**config.mk**
```make
export PLATFORM = sky130hd
export DESIGN_NAME = can_message_segmenter_flat
export DESIGN_NICKNAME = d
export VERILOG_FILES = /design/src/design/cms_pkg.sv /design/src/design/cms_if.sv /design/src/design/can_message_segmenter.sv /design/src/flat_wrapper.sv
export SDC_FILE = /design/constraint.sdc
export NUM_CORES = 1
export LEC_CHECK = 0
export ABC_AREA = 0
export BUFFER_PORTS_ARGS = -buffer_cell sky130_fd_sc_hd__buf_2
export CAP_MARGIN = 40
export CORE_UTILIZATION = 50
export CTS_CLUSTER_DIAMETER = 120
export DETAILED_ROUTE_END_ITERATION = 10
export PLACE_DENSITY = 0.85
export SLEW_MARGIN = 20
export SYNTH_ARGS = -nofsm -noshare
export SYNTH_HDL_FRONTEND = slang
export SYNTH_SLANG_ARGS = --single-unit
```
**constraint.sdc**
```tcl
create_clock -name i_clk -period 6.2 [get_ports i_clk]
set_input_delay 1.24 -clock i_clk [delete_from_list [all_inputs] [get_ports i_clk]]
set_output_delay 1.24 -clock i_clk [all_outputs]
set_load 0.03 [all_outputs]
```
**src/design/cms_pkg.sv**
```systemverilog
// Package for the CAN message segmenter: frame constants, register indexes
// and shared types. No dependencies.
`timescale 1ns / 1ps
`default_nettype none

package cms_pkg;

    localparam int FRAME_BYTES   = 8;
    localparam int LANE_W        = (FRAME_BYTES > 1) ? $clog2(FRAME_BYTES) : 1;
    localparam int CNT_W         = $clog2(FRAME_BYTES + 1);
    localparam int PAYLOAD_W     = 64;
    localparam int CFG_INDEX_W   = 8;
    localparam int SEQ_W         = 4;

    localparam logic [7:0] INFO_EXT_FLAG = 8'h80;
    localparam logic [7:0] ID_LOW_FIXED  = 8'hF0;

    localparam logic [CFG_INDEX_W-1:0] REG_ID_HIGH = CFG_INDEX_W'(0);
    localparam logic [CFG_INDEX_W-1:0] REG_ID_MID  = CFG_INDEX_W'(1);

    typedef logic [7:0]             t_byte;
    typedef logic [PAYLOAD_W-1:0]   t_payload;
    typedef logic [CFG_INDEX_W-1:0] t_cfg_index;

endpackage

`default_nettype wire

```
**src/design/cms_if.sv**
```systemverilog
// Channel interfaces of the CAN message segmenter: input bytes, frames out
// and register writes. Depends on cms_pkg.
`timescale 1ns / 1ps
`default_nettype none

interface cms_in_if;
    import cms_pkg::*;
    logic  valid;
    logic  ready;
    t_byte data_byte;
    t_byte msg_length;

    modport source (output valid, output data_byte, output msg_length, input ready);
    modport sink   (input valid, input data_byte, input msg_length, output ready);
endinterface

interface cms_out_if;
    import cms_pkg::*;
    logic     valid;
    logic     ready;
    t_byte    frame_info;
    t_byte    id_byte_high;
    t_byte    id_byte_mid;
    t_byte    sequence_byte;
    t_byte    id_byte_low;
    t_payload payload;
    logic     last_frame;

    modport source (output valid, output frame_info, output id_byte_high,
                    output id_byte_mid, output sequence_byte, output id_byte_low,
                    output payload, output last_frame, input ready);
    modport sink   (input valid, input frame_info, input id_byte_high,
                    input id_byte_mid, input sequence_byte, input id_byte_low,
                    input payload, input last_frame, output ready);
endinterface

interface cms_cfg_if;
    import cms_pkg::*;
    logic       valid;
    logic       ready;
    t_cfg_index index;
    t_byte      data;

    modport source (output valid, output index, output data, input ready);
    modport sink   (input valid, input index, input data, output ready);
endinterface

`default_nettype wire

```
**src/design/can_message_segmenter.sv**
```systemverilog
// Top level of the CAN message segmenter: gathers message bytes into
// extended CAN frames of up to eight bytes. Depends on cms_pkg and cms_if.
//
// Use:
//   i_in  : one message byte per request, with the total message length
//           (1 to 255, zero taken as one) sampled on the first byte only.
//   o_out : one frame per full group of eight bytes and one for the final,
//           possibly partial, group; last_frame marks the end of a message.
//   i_cfg : register writes, index 0 id_high, index 1 id_mid; other indexes
//           are dropped. Always ready; write only while the block is idle.
// Timing: a byte is registered on acceptance, then processed; the frame it
//   completes is registered in the frame register. One byte per cycle is
//   sustained while o_out is not stalled, set by the single processing
//   stage between the input register and the frame register.
// Reset: clears both registers' valid flags, the gather state and the
//   identifier registers; no message is open afterwards.
// Stall: a held frame stops processing; the input register then fills and
//   i_in.ready falls until the frame is taken.
`timescale 1ns / 1ps
`default_nettype none

module can_message_segmenter (
    input  wire logic  i_clk,
    input  wire logic  i_rst_n,
    cms_in_if.sink     i_in,
    cms_out_if.source  o_out,
    cms_cfg_if.sink    i_cfg
);
    import cms_pkg::*;

    logic             r_in_valid;
    t_byte            r_byte;
    t_byte            r_len;

    t_byte            r_id_high;
    t_byte            r_id_mid;

    t_payload         r_gather;
    logic [LANE_W-1:0] r_fill;
    t_byte            r_left;
    logic [SEQ_W-1:0] r_frame;
    logic [SEQ_W-1:0] r_final;

    logic             r_out_valid;
    t_byte            r_out_info;
    t_byte            r_out_seq;
    t_payload         r_out_payload;
    logic             r_out_last;

    logic             proc_go;
    logic             msg_open;
    t_byte            len_eff;
    t_byte            len_m1;
    logic [LANE_W-1:0] lane;
    logic [CNT_W-1:0] n_count;
    t_payload         n_gather;
    t_byte            n_left;
    logic [SEQ_W-1:0] n_final;
    logic [SEQ_W-1:0] frame_base;
    logic             emit;

    assign proc_go     = r_in_valid && (!r_out_valid || o_out.ready);
    assign i_in.ready  = !r_in_valid || proc_go;
    assign i_cfg.ready = 1'b1;

    assign msg_open   = (r_left == 8'd0);
    assign len_eff    = (r_len == 8'd0) ? 8'd1 : r_len;
    assign len_m1     = len_eff - 8'd1;
    assign lane       = msg_open ? '0 : r_fill;
    assign n_count    = CNT_W'(lane) + CNT_W'(1);
    assign n_left     = (msg_open ? len_eff : r_left) - 8'd1;
    assign n_final    = msg_open ? SEQ_W'(len_m1 / FRAME_BYTES) : r_final;
    assign frame_base = msg_open ? '0 : r_frame;
    assign emit       = (n_count == CNT_W'(FRAME_BYTES)) || (n_left == 8'd0);

    always_comb begin
        n_gather = msg_open ? '0 : r_gather;
        for (int k = 0; k < FRAME_BYTES; k++) begin
            if (lane == LANE_W'(k)) begin
                n_gather[8*k +: 8] = r_byte;
            end
        end
    end

    always_ff @(posedge i_clk) begin
        if (!i_rst_n) begin
            r_in_valid <= 1'b0;
        end else if (i_in.ready) begin
            r_in_valid <= i_in.valid;
        end
        if (i_in.valid && i_in.ready) begin
            r_byte <= i_in.data_byte;
            r_len  <= i_in.msg_length;
        end
    end

    always_ff @(posedge i_clk) begin
        if (!i_rst_n) begin
            r_id_high <= '0;
            r_id_mid  <= '0;
        end else if (i_cfg.valid) begin
            unique case (i_cfg.index)
                REG_ID_HIGH: r_id_high <= i_cfg.data;
                REG_ID_MID:  r_id_mid  <= i_cfg.data;
                default: ;
            endcase
        end
    end

    always_ff @(posedge i_clk) begin
        if (!i_rst_n) begin
            r_gather <= '0;
            r_fill   <= '0;
            r_left   <= '0;
            r_frame  <= '0;
            r_final  <= '0;
        end else if (proc_go) begin
            r_left  <= n_left;
            r_final <= n_final;
            if (emit) begin
                r_gather <= '0;
                r_fill   <= '0;
                r_frame  <= frame_base + SEQ_W'(1);
            end else begin
                r_gather <= n_gather;
                r_fill   <= LANE_W'(n_count);
                r_frame  <= frame_base;
            end
        end
    end

    always_ff @(posedge i_clk) begin
        if (!i_rst_n) begin
            r_out_valid <= 1'b0;
        end else begin
            r_out_valid <= (proc_go && emit) || (r_out_valid && !o_out.ready);
        end
        if (proc_go && emit) begin
            r_out_info    <= INFO_EXT_FLAG | 8'(n_count);
            r_out_seq     <= {n_final, frame_base};
            r_out_payload <= n_gather;
            r_out_last    <= (n_left == 8'd0);
        end
    end

    assign o_out.valid         = r_out_valid;
    assign o_out.frame_info    = r_out_info;
    assign o_out.id_byte_high  = r_id_high;
    assign o_out.id_byte_mid   = r_id_mid;
    assign o_out.sequence_byte = r_out_seq;
    assign o_out.id_byte_low   = ID_LOW_FIXED;
    assign o_out.payload       = r_out_payload;
    assign o_out.last_frame    = r_out_last;

    a_info_range: assert property (@(posedge i_clk) disable iff (!i_rst_n)
        r_out_valid |-> (r_out_info[7] && r_out_info[6:0] != 7'd0
                         && r_out_info[6:0] <= 7'(FRAME_BYTES)))
        else $error("frame byte count out of range");

    a_full_unless_last: assert property (@(posedge i_clk) disable iff (!i_rst_n)
        (r_out_valid && !r_out_last) |-> (r_out_info[6:0] == 7'(FRAME_BYTES)))
        else $error("partial frame not marked last");

    a_last_closes_msg: assert property (@(posedge i_clk) disable iff (!i_rst_n)
        (r_out_valid && r_out_last) |-> (r_left == 8'd0))
        else $error("last frame held while message still open");

    a_stall_holds_input: assert property (@(posedge i_clk) disable iff (!i_rst_n)
        !i_in.ready |-> (r_in_valid && r_out_valid))
        else $error("input stalled without a held frame");

    a_idle_after_last: assert property (@(posedge i_clk) disable iff (!i_rst_n)
        (proc_go && emit && n_left == 8'd0) |=> (r_fill == '0 && r_gather == '0))
        else $error("gather state not cleared after last frame");

endmodule

`default_nettype wire

```
**src/flat_wrapper.sv**
```systemverilog
// flat-port wrapper written by rule: the top's interface ports become plain ports
module can_message_segmenter_flat import cms_pkg::*;
  (i_clk, i_rst_n, i_in_valid, i_in_data_byte, i_in_msg_length, i_in_ready, o_out_valid, o_out_frame_info, o_out_id_byte_high, o_out_id_byte_mid, o_out_sequence_byte, o_out_id_byte_low, o_out_payload, o_out_last_frame, o_out_ready, i_cfg_valid, i_cfg_index, i_cfg_data, i_cfg_ready);
  cms_in_if i_in_i ();
  cms_out_if o_out_i ();
  cms_cfg_if i_cfg_i ();
  input  wire logic i_clk;
  input  wire logic i_rst_n;
  input wire logic [$bits(i_in_i.valid)-1:0] i_in_valid;
  input wire logic [$bits(i_in_i.data_byte)-1:0] i_in_data_byte;
  input wire logic [$bits(i_in_i.msg_length)-1:0] i_in_msg_length;
  output wire logic [$bits(i_in_i.ready)-1:0] i_in_ready;
  output wire logic [$bits(o_out_i.valid)-1:0] o_out_valid;
  output wire logic [$bits(o_out_i.frame_info)-1:0] o_out_frame_info;
  output wire logic [$bits(o_out_i.id_byte_high)-1:0] o_out_id_byte_high;
  output wire logic [$bits(o_out_i.id_byte_mid)-1:0] o_out_id_byte_mid;
  output wire logic [$bits(o_out_i.sequence_byte)-1:0] o_out_sequence_byte;
  output wire logic [$bits(o_out_i.id_byte_low)-1:0] o_out_id_byte_low;
  output wire logic [$bits(o_out_i.payload)-1:0] o_out_payload;
  output wire logic [$bits(o_out_i.last_frame)-1:0] o_out_last_frame;
  input wire logic [$bits(o_out_i.ready)-1:0] o_out_ready;
  input wire logic [$bits(i_cfg_i.valid)-1:0] i_cfg_valid;
  input wire logic [$bits(i_cfg_i.index)-1:0] i_cfg_index;
  input wire logic [$bits(i_cfg_i.data)-1:0] i_cfg_data;
  output wire logic [$bits(i_cfg_i.ready)-1:0] i_cfg_ready;
  assign i_in_i.valid = i_in_valid;
  assign i_in_i.data_byte = i_in_data_byte;
  assign i_in_i.msg_length = i_in_msg_length;
  assign i_in_ready = i_in_i.ready;
  assign o_out_valid = o_out_i.valid;
  assign o_out_frame_info = o_out_i.frame_info;
  assign o_out_id_byte_high = o_out_i.id_byte_high;
  assign o_out_id_byte_mid = o_out_i.id_byte_mid;
  assign o_out_sequence_byte = o_out_i.sequence_byte;
  assign o_out_id_byte_low = o_out_i.id_byte_low;
  assign o_out_payload = o_out_i.payload;
  assign o_out_last_frame = o_out_i.last_frame;
  assign o_out_i.ready = o_out_ready;
  assign i_cfg_i.valid = i_cfg_valid;
  assign i_cfg_i.index = i_cfg_index;
  assign i_cfg_i.data = i_cfg_data;
  assign i_cfg_ready = i_cfg_i.ready;
  can_message_segmenter u_core (.i_clk(i_clk), .i_rst_n(i_rst_n), .i_in(i_in_i), .o_out(o_out_i), .i_cfg(i_cfg_i));
endmodule
```
==> impl_summary.txt <==
----------------------------------------------------
[Status]
  Run status ... completed

[Finish]
  Final cell count without fillers ... 1,020
  Ratio of cells with drive above 1 in the final layout ... 22.7%
  Most frequent cells in the layout ... 131 x sky130_fd_sc_hd__buf_2, 101 x sky130_fd_sc_hd__dfxtp_1, 93 x sky130_fd_sc_hd__nand2_1, 93 x sky130_fd_sc_hd__edfxtp_1, 87 x sky130_fd_sc_hd__a22o_1
  P&R area growth vs syn ... 16.9%
  Most common library cell in the layout ignoring fill and taps ... sky130_fd_sc_hd__buf_2
  Area of all placed cells without fillers ... 9140 um^2
  Number of nets in the final layout ... 841
  Antenna diode count ... 0

[Die]
  Standard-cell rows ... 45
  Area of the placeable core ... 15,300 um^2
  Die width ... 127 um
  Starting Density ... 51.3%
  Height of the chip ... 127 um
  IO Pins ... 145
  Die footprint ... 16,200 um^2

[Setup path]
  Kind of launch point of the worst setup path ... register
  Critical path's largest stage delay ... 0.60 ns
  Startpoint of the most critical register-to-register path ... u_core.r_left[7]
  Startpoint-to-endpoint class of the critical path ... register to register
  Worst Reg-to-Reg Cells ... 11
  Worst-path cell with the longest stage delay ... sky130_fd_sc_hd__nor2_4
  Family of cells with the greatest summed delay on the critical path ... simple AND/OR/NAND/NOR gates
  Critical path launch point ... u_core.r_left[7]
  CP bufs+invs ... 2
  Reg-to-reg setup timing slack ... 2.11 ns
  Capture point of the worst reg-to-reg path ... u_core.o_out.payload[57]
  Most Frequent Cell on Critical Path ... sky130_fd_sc_hd__nand2_1
  CP max FO ... 33
  Cell chain of the critical path ... nor4_4, nand2_1, nand2_1, inv_1, ha_1, ha_1, nand2_1, nor3_1, a31oi_2, nor2_4, buf_4
  Stages on the worst setup path ... 11
  Kind of end point of the critical path ... register
  CP required ... 6.29 ns
  Worst path arrival time ... 4.18 ns

[Synth]
  Post-synthesis average cell area ... 11.3 um^2
  Netlist area before placement ... 7820 um^2
  Fraction of synthesis flops using an asynchronous set or reset pin ... 0%
  Proportion of synthesized chip area in sequential cells ... 61.5%
  Flops & latches, synth ... 194
  Post-Synthesis Cells ... 690
  Syn. warnings ... 0
  Number of enable flip-flop cells after synthesis ... 93
  Netlist cell types ... 56
  Prevailing post-synth register cell ... sky130_fd_sc_hd__dfxtp_1

[Global routing]
  Maximum number of pins on one net before global-route repair ... 66
  Met1 GRT Util ... 29.1%
  Global route total overflow ... 0
  Met2 Use GR ... 35.0%
  First-pass GRT wire length ... 27.1 mm
  GRT Overall Usage ... 21.8%
  Vias in the first global route ... 5,216
  Number of antenna violations at the first check in global routing ... 0
  Highest-utilization routing layer at the global route stage ... met2
  Global-route met3 utilization ... 5.15%

[Pwr]
  Cell area power density ... 310 nW/um^2
  Leakage component of the power ... 3.52 nW
  Net Switching ... 0.749 mW
  Internal Power ... 2.09 mW
  Largest voltage drop on the vdd net ... 0.000198 V
  Logic gate share of total power ... 10.7%
  Proportion of total power due to net switching ... 26.4%
  Clock network fraction of design power ... 39.5%
  Flop pwr share ... 49.8%

[STA]
  Number of endpoints with negative hold slack in the final report ... 0
  Number of max-slew violations in the final report ... 0
  Worst max-slew margin expressed relative to the limit ... 52.9%
  Upper clock frequency limit ... 245 MHz
  Actual slew at the worst max-slew pin ... 0.706 ns
  Final cycle utilization of the critical path ... 65.9%
  Sum Neg Setup Slack ... 0 ns
  Setup violations, final ... 0
  Setup ws final ... 2.11 ns
  Period minus WS final ... 4.09 ns
  Unrepaired setup endpoints after global routing ... no
  Final Skew ... 0.0118 ns

[Clock tree]
  # hold bufs at CTS ... 0
  Post-CTS setup buffer count ... 0
  Clock network latency to the later pin of the worst-skew pair ... 0.44 ns
  CTS Buf Count ... 17
  CTS root buf ... sky130_fd_sc_hd__clkbuf_16
  CTS HTree Levels ... 4
  Clk buf depth ... 2
  Post-CTS sizing ... 0
  Clock-pin slew on the worst setup and hold paths ... 0.07 ns
  TritonCTS clock tree ... built
  Sink Count ... 194

[Worst hold path]
  Terminating pin of the worst hold path ... u_core.r_final[2]
  Cell depth of the worst hold path ... 2
  Worst hold path class ... register to register
  Startpoint of the lowest-slack hold path ... u_core.r_final[2]

[Routing]
  Routed via count divided by cell count ... 5.61
  Vias after detailed routing ... 5,723
  Per-cell routed wire length ... 16.6 um
  Number of design-rule violations left by the first detailed-router iteration ... 594
  DRC violations left ... 0
  Final wirelength ... 16.9 mm
  Count of nets left with antenna violations after detail routing ... 0
  Pre-Repair DR Iteration Count ... 5

[Place]
  Cell total after placement ... 987
  Pre-CTS worst setup slack ... 2.13 ns
  Routability-driven placement congestion ratio ... 0.883
  HPWL Detailed ... 11.3 mm
  # port buffers ... 131
  Placed Area ... 8530 um^2

[Job]
  Max_cap viols ... 0

----------------------------------------------------
[cell families after synthesis]
family          synth area share [%]
compound gates                  17.3
flops                           61.5
buf+inv                         4.94
mux                             2.05
fa+ha+maj                       1.28
xor+xnor                       0.672
simple gates                    12.1
other cells                   0.0960
[metal layers]
layer | share of wire [%] | up-vias
met5 | 0 | -
met4 | 1.6 | 0
li1 | - | 2707
met3 | 6.5 | 21
met1 | 44 | 2740
met2 | 48 | 255
[worst reg2reg max path, cell delays in order, from the launching register on]
cell                      delay, ns
sky130_fd_sc_hd__dfxtp_1       0.37
sky130_fd_sc_hd__nor4_4        0.39
sky130_fd_sc_hd__nand2_1       0.23
sky130_fd_sc_hd__nand2_1       0.24
sky130_fd_sc_hd__inv_1         0.11
sky130_fd_sc_hd__ha_1          0.24
sky130_fd_sc_hd__ha_1          0.32
sky130_fd_sc_hd__nand2_1       0.05
sky130_fd_sc_hd__nor3_1        0.47
sky130_fd_sc_hd__a31oi_2       0.23
sky130_fd_sc_hd__nor2_4        0.60
sky130_fd_sc_hd__buf_4         0.49
[Yosys cell counts, types with 3 or more instances]
cell                         n  share of area, %
sky130_fd_sc_hd__o22ai_1     3              0.24
sky130_fd_sc_hd__ha_1        8               1.3
sky130_fd_sc_hd__nor2_1     40               1.9
sky130_fd_sc_hd__a21oi_1    41               2.6
sky130_fd_sc_hd__nand2b_1    3              0.24
sky130_fd_sc_hd__inv_1      11              0.53
sky130_fd_sc_hd__edfxtp_1   93                36
sky130_fd_sc_hd__nand2_1    93               4.5
sky130_fd_sc_hd__buf_1      12              0.58
sky130_fd_sc_hd__clkbuf_1   28               1.3
sky130_fd_sc_hd__buf_2       6              0.38
sky130_fd_sc_hd__a31oi_1     3              0.24
sky130_fd_sc_hd__a22o_1     87               9.7
sky130_fd_sc_hd__mux2i_1    16               2.0
sky130_fd_sc_hd__nor3_1      7              0.45
sky130_fd_sc_hd__a211oi_1    5              0.48
sky130_fd_sc_hd__dfxtp_1   101                26
sky130_fd_sc_hd__buf_6       6              0.86
sky130_fd_sc_hd__or3_1       5              0.40
sky130_fd_sc_hd__xnor2_1     4              0.45
sky130_fd_sc_hd__o21a_1      3              0.29
sky130_fd_sc_hd__o21ai_0    24               1.5
sky130_fd_sc_hd__and3_1      3              0.24
sky130_fd_sc_hd__nand3_1    28               1.8
sky130_fd_sc_hd__and2_1      6              0.48
sky130_fd_sc_hd__buf_4      13               1.2
sky130_fd_sc_hd__nor2b_1     5              0.40
[worst max-delay path by stage]
stage	end	slack (ns)
2_1_floorplan	u_core.o_out.frame_info[0]	1.21
6_report	u_core.o_out.payload[57]	2.11
4_1_cts	u_core.o_out.payload[57]	2.12
5_1_grt	u_core.o_out.payload[57]	1.79
3_3_place_gp	u_core.o_out.payload[11]	2.23
3_5_place_dp	u_core.o_out.payload[11]	2.13
[flip-flops by register name, indices dropped and copies added, names as in the netlist, 3 cells and up]
register                    count
u_core.o_out.id_byte_high       8
u_core.r_final                  4
u_core.r_len                    8
u_core.o_out.payload           64
u_core.r_gather                64
u_core.r_fill                   3
u_core.o_out.frame_info         4
u_core.r_byte                   8
u_core.o_out.sequence_byte      8
u_core.o_out.id_byte_mid        8
u_core.r_frame                  4
u_core.r_left                   8
[per-stage QoR]
stage | util [%] | hold WS (ns) | power [mW]
CTS | 59.9 | 0.461 | 2.84
detailed placement | 55.9 | 0.450 | 1.74
finish | 59.9 | 0.459 | 2.83
global route | 59.9 | 0.484 | 2.93
global placement | 55.8 | 0.439 | 1.74
floorplan | - | 0.425 | 1.67
[layout make-up]
cell class	count	area (um^2)
Clock buffer	18	439
Clock inverter	14	166
Fill cell	1242	6120
Inverter	11	41.3
Multi-Input combinational cell	431	2680
Sequential cell	194	4810
Tap cell	211	264
Timing Repair Buffer	141	738
[power by group through the flow]
stage / sequential (mW) / combinational (mW) / clock [mW]
after floorplan: 1.42 / 0.242 / 0
after global placement: 1.44 / 0.298 / 0
after detailed placement: 1.44 / 0.300 / 0
after CTS: 1.41 / 0.303 / 1.13
after global routing: 1.41 / 0.334 / 1.19
final: 1.41 / 0.303 / 1.12
Power figures use the tool's default switching activity.
